===== config.mk =====
export PLATFORM = sky130hd
export DESIGN_NAME = tgsp_ram
export DESIGN_NICKNAME = d
export VERILOG_FILES = /design/src/hw/rtl/tgsp_ram.sv
export SDC_FILE = /design/constraint.sdc
export NUM_CORES = 1
export LEC_CHECK = 0
export ABC_AREA = 1
export BUFFER_PORTS_ARGS = -buffer_cell sky130_fd_sc_hd__buf_2
export CAP_MARGIN = 20
export CORE_ASPECT_RATIO = 0.8
export CORE_MARGIN = 2
export CORE_UTILIZATION = 55
export DETAILED_ROUTE_END_ITERATION = 10
export HOLD_SLACK_MARGIN = 0.06
export PLACE_DENSITY = 0.72
export SYNTH_ARGS = -nofsm -noshare
export SYNTH_HDL_FRONTEND = slang
export SYNTH_SLANG_ARGS = --single-unit

===== constraint.sdc =====
create_clock -name clk -period 1.6 [get_ports clk]
set_input_delay 0.16 -clock clk [delete_from_list [all_inputs] [get_ports clk]]
set_output_delay 0.16 -clock clk [all_outputs]
set_load 0.01 [all_outputs]

===== src/hw/rtl/tgsp_ram.sv =====
`default_nettype none

module tgsp_ram #(
  parameter int WIDTH = 16,
  parameter int DEPTH = 16
) (
  input  wire logic                                  clk,
  input  wire logic                                  we,
  input  wire logic [((DEPTH > 1) ? $clog2(DEPTH) : 1)-1:0] waddr,
  input  wire logic [WIDTH-1:0]                      wdata,
  input  wire logic                                  re,
  input  wire logic [((DEPTH > 1) ? $clog2(DEPTH) : 1)-1:0] raddr,
  output logic      [WIDTH-1:0]                      rdata
);

  logic [WIDTH-1:0] mem [DEPTH];

  always_ff @(posedge clk) begin
    if (we) begin
      mem[waddr] <= wdata;
    end
    if (re) begin
      rdata <= mem[raddr];
    end
  end

endmodule

`default_nettype wire


==> impl_metrics.xml <==
<?xml version="1.0" encoding="UTF-8"?>
<metrics>
  <group name="placement">
    <metric name="place_congestion" unit="">0.839</metric>
    <metric name="port_buffers" unit="">42</metric>
    <metric name="dp.final_hpwl" unit="µm">15300</metric>
  </group>
  <group name="timing">
    <metric name="setup_repair_after_global_routing_missed_its_margin" unit="">false</metric>
    <metric name="final_min_period_over_clock_period" unit="%">82.5</metric>
    <metric name="worst_clock_skew" unit="ns">0.0155</metric>
    <metric name="worst_hold_slack" unit="ns">0.175</metric>
    <metric name="min_period" unit="ns">1.32</metric>
    <metric name="finalSetupViolations" unit="">0</metric>
    <metric name="timing_worst_slew_pin_value" unit="ns">0.898</metric>
    <metric name="max_freq" unit="MHz">757</metric>
    <metric name="number_of_max_slew_violations_in_the_final_report" unit="">0</metric>
    <metric name="slew_headroom" unit="%">40.0</metric>
    <metric name="finalHoldViolations" unit="">0</metric>
    <metric name="setup-tns-final" unit="ns">0</metric>
  </group>
  <group name="synth">
    <metric name="library_cell_occupying_the_most_area_in_the_post_synthesis_netlist" unit="">sky130_fd_sc_hd__edfxtp_1</metric>
    <metric name="synth_top_area_share" unit="%">70.8</metric>
    <metric name="synth.yosys.seq_area_share" unit="%">70.8</metric>
    <metric name="count_of_state_elements_after_synthesis" unit="">272</metric>
    <metric name="syn-mean-instance-area" unit="µm²">10.7</metric>
    <metric name="synthesis.instances" unit="">1074</metric>
    <metric name="yosysWarnings" unit="">0</metric>
    <metric name="yosysUniqueCellTypes" unit="">12</metric>
    <metric name="synthesis.nets" unit="">1101</metric>
    <metric name="syn_area" unit="mm²">0.0115</metric>
    <metric name="synth_area_leaders" unit="">sky130_fd_sc_hd__edfxtp_1 71%, sky130_fd_sc_hd__nand2_1 11%, sky130_fd_sc_hd__nand3_1 8.4%</metric>
  </group>
  <group name="layout">
    <metric name="design.final.nets" unit="">1179</metric>
    <metric name="final.fill_count" unit="">1569</metric>
    <metric name="mostFrequentLayoutCell" unit="">sky130_fd_sc_hd__nand2_1</metric>
    <metric name="area_growth" unit="%">15.4</metric>
    <metric name="leading_cell_types_in_the_layout_fill_and_taps_excluded" unit="">341 x sky130_fd_sc_hd__nand2_1, 272 x sky130_fd_sc_hd__edfxtp_1, 196 x sky130_fd_sc_hd__inv_1, 193 x sky130_fd_sc_hd__nand3_1, 41 x sky130_fd_sc_hd__buf_2</metric>
    <metric name="diodes" unit="">0</metric>
    <metric name="seq_area" unit="mm²">0.00817</metric>
    <metric name="fraction_of_layout_cells_with_a_size_suffix_above_1" unit="%">11.5</metric>
    <metric name="area_of_the_multi_input_gates" unit="mm²">0.00236</metric>
  </group>
  <group name="cts">
    <metric name="cts.root.buffer_cell" unit="">sky130_fd_sc_hd__clkbuf_16</metric>
    <metric name="buffer_depth_of_the_longest_clock_path" unit="">3</metric>
    <metric name="cts-htree-levels" unit="">1</metric>
    <metric name="cts_tree" unit="">built</metric>
    <metric name="tritoncts.num_buffers" unit="">26</metric>
    <metric name="worst_skew_pair_later_pin_latency" unit="ns">0.54</metric>
    <metric name="cts.reportedPaths.clkPinSlew" unit="ns">0.06</metric>
    <metric name="cts.sinks" unit="">272</metric>
  </group>
  <group name="floorplan">
    <metric name="io-pin-count" unit="">43</metric>
    <metric name="num_rows" unit="">47</metric>
    <metric name="chipHeight" unit="µm">134</metric>
    <metric name="placeableCoreArea" unit="mm²">0.0206</metric>
    <metric name="initial_core_util" unit="%">55.9</metric>
    <metric name="die_x" unit="µm">166</metric>
    <metric name="die-area" unit="mm²">0.0222</metric>
  </group>
  <group name="critical_path">
    <metric name="path_class" unit="">register to primary output</metric>
    <metric name="slowest_stage" unit="">sky130_fd_sc_hd__edfxtp_1</metric>
    <metric name="cp.buffers_inverters" unit="">1</metric>
    <metric name="path_delay_family" unit="">flip-flops</metric>
    <metric name="worst-endpoint-required" unit="ns">1.44</metric>
    <metric name="critPathCaptureType" unit="">primary output</metric>
    <metric name="data_arrival_at_the_endpoint_of_the_critical_path" unit="ns">1.16</metric>
    <metric name="max_stage_delay" unit="ns">0.44</metric>
    <metric name="startpoint_type" unit="">register</metric>
    <metric name="crit_path_cell_trace" unit="">buf_2</metric>
    <metric name="worstPathMaxFanout" unit="">1</metric>
  </group>
  <group name="global_routing">
    <metric name="global_route.usage.met1" unit="%">34.4</metric>
    <metric name="antenna_found_initial" unit="">0</metric>
    <metric name="first_global_vias" unit="">7428</metric>
    <metric name="grt_start_max_net_pins" unit="">54</metric>
    <metric name="grt_util_met2" unit="%">41.3</metric>
    <metric name="met3_resource_use_gr" unit="%">3.54</metric>
    <metric name="grt_first_pass_wirelength" unit="µm">42000</metric>
    <metric name="total_global_routing_overflow" unit="">0</metric>
    <metric name="groute.usage.overall" unit="%">24.8</metric>
    <metric name="grt_busiest_layer" unit="">met2</metric>
  </group>
  <group name="detailed_routing">
    <metric name="drt_first_iter_violations" unit="">784</metric>
    <metric name="antenna_left" unit="">0</metric>
    <metric name="drt_drc_violations_left" unit="">0</metric>
    <metric name="routed_wire_length_per_instance" unit="µm">18.8</metric>
    <metric name="routed-via-count" unit="">7600</metric>
    <metric name="detailed_routing_iterations_pass_1" unit="">7</metric>
    <metric name="post_drt_via_cell_ratio" unit="">5.28</metric>
    <metric name="finalWirelength" unit="µm">27000</metric>
  </group>
  <group name="power">
    <metric name="power.combinational.fraction" unit="%">6.9</metric>
    <metric name="vdd.ir_drop.worst" unit="mV">0.951</metric>
    <metric name="fin_total_pwr" unit="mW">14.7</metric>
    <metric name="cellPowerDensity" unit="mW/mm²">1110</metric>
    <metric name="sw_frac_of_total" unit="%">22.0</metric>
    <metric name="power.leakage" unit="nW">5.69</metric>
    <metric name="power.net_switching" unit="mW">3.24</metric>
    <metric name="clock_power_share" unit="%">38.3</metric>
    <metric name="p_seq_share" unit="%">54.8</metric>
    <metric name="p_int" unit="mW">11.5</metric>
  </group>
  <group name="run_status">
    <metric name="status" unit="">finished, final reports clean</metric>
  </group>
  <group name="min_path">
    <metric name="worst_hold_path_type" unit="">input pin to register</metric>
  </group>
  <group name="job">
    <metric name="timing.max_cap.violations" unit="">0</metric>
  </group>
</metrics>
per-layer routing:
metal,wire [µm],vias up
met5,0,-
met4,808,0
met3,2080,59
met2,12800,313
met1,11400,3596
li1,-,3632
Yosys cell counts:
master	number
sky130_fd_sc_hd__buf_1	1
sky130_fd_sc_hd__buf_2	19
sky130_fd_sc_hd__buf_4	18
sky130_fd_sc_hd__buf_6	3
sky130_fd_sc_hd__clkbuf_1	10
sky130_fd_sc_hd__edfxtp_1	272
sky130_fd_sc_hd__inv_1	196
sky130_fd_sc_hd__inv_2	2
sky130_fd_sc_hd__nand2_1	341
sky130_fd_sc_hd__nand3_1	193
sky130_fd_sc_hd__nand3b_1	2
sky130_fd_sc_hd__nor2_1	17
stage by stage:
step / instance area, µm² / worst slack, ns / utilization (%) / std cells
after floorplan: 11500 / 0.140 / - / 1074
after global placement: 12400 / 0.227 / 60.0 / 1377
after detailed placement: 12400 / 0.207 / 60.0 / 1377
after CTS: 13300 / 0.272 / 64.5 / 1439
after global routing: 13300 / 0.270 / 64.5 / 1439
final: 13300 / 0.280 / 64.5 / 1439
flip-flops by register name, summed over array words and instances (netlist names):
| name | cells |
|---|---|
| mem | 256 |
| rdata | 16 |
cell families after synthesis:
group | after synthesis | synth area share [%]
buf+inv | 249 | 9.09
flops | 272 | 70.8
simple gates | 553 | 20.1
what timing repair did:
| action | CTS | global route |
|---|---|---|
| hold buffers | 16 | 0 |
| resized for setup | 0 | 0 |
| buffers inserted | 0 | 0 |
| hold endpoints to repair | 256 | 0 |
layout make-up:
| type | count | area share (%) |
|---|---|---|
| Timing Repair Buffer | 101 | 7.01 |
| Clock inverter | 13 | 0.695 |
| Sequential cell | 272 | 61.3 |
| Tap cell | 269 | 2.53 |
| Inverter | 198 | 5.59 |
| Clock buffer | 33 | 5.08 |
| Multi-Input combinational cell | 553 | 17.8 |
power groups by stage:
stage               combinational [mW]  clock [mW]  sequential (mW)
finish                            1.01        5.65             8.07
global route                      1.12        5.98             8.09
CTS                               1.01        5.73             8.08
detailed placement               0.971           0             8.23
global placement                 0.952           0             8.23
floorplan                        0.538           0             8.23
worst paths after layout:
path,startpoint,endpoint,slack (ns),cells past startpoint
max,rdata[15],rdata[15],0.28,1
min reg2reg,mem[4][4],rdata[4],0.73,6
max reg2reg,mem[9][14],rdata[14],0.48,6
min,re,rdata[0],0.17,1
(Power assumes the default switching activity.)
