### src/hw/rtl/tgsp_pkg.sv
`default_nettype none

package tgsp_pkg;

  localparam int DEF_MAX_SIDE  = 256;
  localparam int DEF_MAX_PARTS = 16;
  localparam int DEF_CELL_BITS = 16;

  localparam int REG_BITS   = 9;
  localparam int COORD_BITS = 17;
  localparam int WRAP_STEP  = 2;

  localparam logic [REG_BITS-1:0] SIDE_RESET = 9'd256;

  localparam logic REG_WIDTH  = 1'b0;
  localparam logic REG_HEIGHT = 1'b1;

  typedef enum logic [1:0] {
    OP_READ  = 2'd0,
    OP_WRITE = 2'd1,
    OP_LAND  = 2'd2,
    OP_NONE  = 2'd3
  } op_t;

endpackage

`default_nettype wire

### src/hw/rtl/tgsp_wrap.sv
`default_nettype none

module tgsp_wrap #(
  parameter int SIDE_BITS = 9
) (
  input  wire logic                                   clk,
  input  wire logic                                   rst,
  input  wire logic                                   start,
  input  wire logic signed [tgsp_pkg::COORD_BITS-1:0] value,
  input  wire logic [SIDE_BITS-1:0]                   side,
  output logic                                        done,
  output logic [SIDE_BITS-1:0]                        result
);

  localparam int CYCLES   = (tgsp_pkg::COORD_BITS + tgsp_pkg::WRAP_STEP - 1) /
                            tgsp_pkg::WRAP_STEP;
  localparam int MAG_BITS = CYCLES * tgsp_pkg::WRAP_STEP;
  localparam int CNT_BITS = (CYCLES > 1) ? $clog2(CYCLES) : 1;

  logic                                busy;
  logic [CNT_BITS-1:0]                 cnt;
  logic                                neg;
  logic [MAG_BITS-1:0]                 mag;
  logic [SIDE_BITS-1:0]                rem;
  logic [SIDE_BITS-1:0]                side_q;
  logic [MAG_BITS-1:0]                 mag_next;
  logic [SIDE_BITS-1:0]                rem_next;
  logic [tgsp_pkg::COORD_BITS-1:0]     abs_value;

  assign abs_value = value[tgsp_pkg::COORD_BITS-1] ? -value : value;

  always_comb begin
    logic [SIDE_BITS:0]   t;
    logic [SIDE_BITS-1:0] r;
    logic [MAG_BITS-1:0]  m;
    r = rem;
    m = mag;
    for (int k = 0; k < tgsp_pkg::WRAP_STEP; k++) begin
      t = {r, m[MAG_BITS-1]};
      if (t >= {1'b0, side_q}) begin
        t = t - {1'b0, side_q};
      end
      r = t[SIDE_BITS-1:0];
      m = {m[MAG_BITS-2:0], 1'b0};
    end
    rem_next = r;
    mag_next = m;
  end

  always_ff @(posedge clk) begin
    if (rst) begin
      busy <= 1'b0;
      done <= 1'b0;
      cnt  <= '0;
    end else begin
      done <= 1'b0;
      if (start) begin
        busy <= 1'b1;
        cnt  <= '0;
      end else if (busy) begin
        cnt <= cnt + 1'b1;
        if (cnt == CNT_BITS'(CYCLES - 1)) begin
          busy <= 1'b0;
          done <= 1'b1;
        end
      end
    end
  end

  always_ff @(posedge clk) begin
    if (start) begin
      neg    <= value[tgsp_pkg::COORD_BITS-1];
      mag    <= MAG_BITS'(abs_value);
      rem    <= '0;
      side_q <= side;
    end else if (busy) begin
      mag <= mag_next;
      rem <= rem_next;
    end
  end

  assign result = (neg && (rem != '0)) ? (side_q - rem) : rem;

endmodule

`default_nettype wire

### config.mk
export PLATFORM = sky130hd
export DESIGN_NAME = tgsp_wrap
export DESIGN_NICKNAME = d
export VERILOG_FILES = /design/src/hw/rtl/tgsp_pkg.sv /design/src/hw/rtl/tgsp_wrap.sv
export SDC_FILE = /design/constraint.sdc
export NUM_CORES = 1
export LEC_CHECK = 0
export BUFFER_PORTS_ARGS = -buffer_cell sky130_fd_sc_hd__buf_2
export CAP_MARGIN = 20
export CORE_MARGIN = 10
export CORE_UTILIZATION = 40
export DETAILED_ROUTE_END_ITERATION = 8
export SYNTH_ARGS = -nofsm -noshare
export SYNTH_HDL_FRONTEND = slang
export SYNTH_SLANG_ARGS = --single-unit
export TNS_END_PERCENT = 100
### constraint.sdc
create_clock -name clk -period 4.26 [get_ports clk]
set_input_delay 0.639 -clock clk [delete_from_list [all_inputs] [get_ports clk]]
set_output_delay 0.639 -clock clk [all_outputs]
set_load 0.02 [all_outputs]
==> run_results.csv <==
group,metric,value,unit
power,swShare,0.4372,
global_routing,track_usage,0.1336,
cells_and_area,antenna_cells,0,
power,clockPowerShare,0.146,
logic_synthesis,yosysMostFrequentCell,"inv_1",
setup_path,start_kind,"flop",
logic_synthesis,synthSimpleGateAreaFrac,0.1600,
logic_synthesis,ys_top_cells_by_count,"33 x inv_1, 29 x ha_1, 27 x a21oi_1, 27 x edfxtp_1, 27 x nor2_1",
timing,hold_slack,0.5009,ns
global_routing,antenna_found_initial,0,
die,core,0.008299,mm²
logic_synthesis,synth_top_family_by_area,"compound AO/OA/AOI/OAI gates",
timing,worstMarginPinSlew,0.8283,ns
drt,via_per_inst,5.699,
drt,drtAntennaViolNets,0,
setup_path,cp_max_fo,9,
cells_and_area,drive_above_1_share,0.1803,
cells_and_area,fillers,835,
power,finalPower,1886,µW
logic_synthesis,synth_top_area_cell,"edfxtp_1",
drt,routed_wl,8663,µm
logic_synthesis,synthCells,377,
timing,max_clock_freq,0.2516,GHz
setup_path,endpoint,"rem[2]",
placed_design,postPlaceCellArea,0.003747,mm²
setup_path,end_kind,"flop",
power,power_switching,824.4,µW
cells_and_area,seq_area,0.001131,mm²
logic_synthesis,synth_seq_cells,43,
setup_path,arrival,4.17,ns
logic_synthesis,syn_area_per_cell,9.147,µm²
die,start_util,0.4155,
logic_synthesis,synth_top_area_frac,0.2351,
clock_network,cts_made_buffers,5,
logic_synthesis,async_flop_share,0,
placed_design,globalplace.congestion,0.8979,
logic_synthesis,synth-edff-count,27,
clock_network,htree_levels,2,
clock_network,clock-sinks,43,
cells_and_area,finalInstanceArea,0.003896,mm²
clock_network,hold_buffers,0,
timing,period_minus_slack,3.974,ns
setup_path,startpoint,"side_q[1]",
timing,worst_clock_skew,0.009468,ns
setup_path,required,4.45,ns
logic_synthesis,ys_types,60,
setup_path,worstReg2RegEnd,"rem[2]",
job,maxCapViolations,0,
logic_synthesis,synth_nets,438,
logic_synthesis,yosysSeqAreaShare,0.3280,
power,power.density,484.0,mW/mm²
logic_synthesis,synthTopCellsByArea,"edfxtp_1 24%, ha_1 11%, dfxtp_1 9.3%, xor2_1 4.6%, a21oi_1 3.9%",
setup_path,r2r-start,"side_q[1]",
clock_network,clkTransAtPathRegs,0.10,ns
clock_network,root_buffer,"clkbuf_8",
cells_and_area,fin_util,0.4695,
die,die_w,112.9,µm
placed_design,io_buffers,38,
timing,min_period_over_period,0.9329,
power,vdd_drop_max,0.1442,mV
logic_synthesis,synth_area,0.003448,mm²
global_routing,grt_pass1_vias,3062,
logic_synthesis,synth_compound_area_frac,0.2123,
timing,final-setup-viol-count,0,
clock_network,clk_path_buf_depth,2,
die,ios,39,
global_routing,grt_overflow_total,0,
cells_and_area,areaGrowthSynthToFinish,12.99,%
clock_network,cts_tree,"done",
logic_synthesis,synth_xor_area_frac,0.07366,
logic_synthesis,post_synth_mux_area_share,0.05225,
logic_synthesis,synthAdderAreaFrac,0.1226,
setup_path,worstSetupPathType,"flop to flop",
power,pwr-share-comb,0.569,
global_routing,grt_pass1_wl,14350,µm
cells_and_area,multi_input_area,0.002185,mm²
run_status,status,"complete, no violations",
worst_hold_path,min-delay-path-class,"input pin to flop",
logic_synthesis,yosys_warnings,0,
die,die_y,112.9,µm
timing,setup-tns-final,0,ns
die,fp.dieArea,0.01274,mm²
drt,dr.pass1.iters,4,
setup_path,rr_worst_depth,14,
logic_synthesis,synthFlopType,"edfxtp_1",
global_routing,grt_max_degree,38,
timing,relSlewSlack,0.4478,
timing,hold_viol_final,0,
setup_path,r2r_setup_slack,0.29,ns
drt,wl_per_cell,16.63,µm
cells_and_area,layout.nets,476,
power,p_int,1061,µW
timing,drv_slew,0,
power,leakage,0.001632,µW
drt,remaining_drc_errors,0,
drt,vias,2969,
drt,drt_iter0_drc,105,
die,rows,33,
clock_network,clk_latency,0.30,ns
placed_design,dp_hpwl,6580,µm
power,p_seq_frac,0.285,
-- what timing repair did --
item                       in CTS  in global routing
setup endpoints to repair       0                  8
resized for setup               0                  8
buffers inserted                0                  2
-- worst max-delay path, cell delays in order, from the launching register on --
cell and delay [ns]:
edfxtp_1 0.41, inv_1 0.23, ha_1 0.30, nor2b_1 0.15
o31a_1 0.29, or3_1 0.31, a221oi_1 0.55, a21o_1 0.16
ha_1 0.29, nand2_1 0.08, o21ai_0 0.12, a21oi_2 0.26
o211ai_4 0.19, and3_1 0.21, a311o_1 0.32
-- cell families after synthesis --
family | Yosys count
xor gates and xnor gates | 29
DFF | 43
and+or+nand+nor | 109
buffers and inverters | 46
AOI/OAI and AO/OA | 101
adders and majority gates | 32
muxes | 17
-- state kept, by name (all words and copies together), names as in the netlist --
register	count
rem	9
busy	1
done	1
mag	18
cnt	4
side_q	9
neg	1
-- power by group through the flow --
stage / Sequential, µW / Clock, µW / Combinational, µW
after global placement: 546 / 0 / 984
after CTS: 537 / 280 / 1010
final: 537 / 275 / 1070
after global routing: 542 / 295 / 1200
after detailed placement: 546 / 0 / 1000
after floorplan: 529 / 0 / 769
-- cell usage in the layout (no fill, tap or decap), drive strengths merged, types with 5 or more instances in the layout --
cell / n
ha: 29
nor2b: 8
dfxtp: 16
buf: 44
o31ai: 7
clkbuf: 6
edfxtp: 27
xor2: 18
inv: 33
o21a: 9
xnor2: 11
or3: 8
nor2: 27
nand2: 23
a21o: 6
and3: 5
mux2i: 9
a21oi: 27
o21ai: 21
mux2: 8
nor3: 15
-- area by class of cell --
type                    instances  share of cell area
inverters                      33             0.03179
well taps                     105             0.03372
clock inverters                 2            0.003532
multi-input cells             288              0.5607
repair buffers                 44             0.06134
clock buffers                   6             0.01863
flip-flops and latches         43              0.2903
-- worst min path at each step --
| stage | cells past startpoint | slack, ns | from | endpoint |
|---|---|---|---|---|
| floorplan | 2 | 0.46 | mag[15] | mag[17] |
| global placement | 2 | 0.47 | mag[15] | mag[17] |
| detailed placement | 2 | 0.50 | cnt[3] | done |
| CTS | 1 | 0.50 | side[8] | side_q[8] |
| global route | 1 | 0.50 | side[8] | side_q[8] |
| finish | 1 | 0.50 | side[7] | side_q[7] |
-- stage by stage --
stage	instances	worst slack (ns)
floorplan	377	0.3298
global placement	511	0.3053
detailed placement	511	0.2170
CTS	519	0.2013
global route	521	-0.02537
finish	521	0.2858
-- layer usage --
layer,wire length (µm),global-route usage,vias to the layer above
met4,241,0.05161,0
met1,3683,0.1536,1405
met5,0,0,-
met2,4311,0.2354,82
met3,427,0.02905,24
li1,-,-,1458
(Power assumes the default switching activity.)
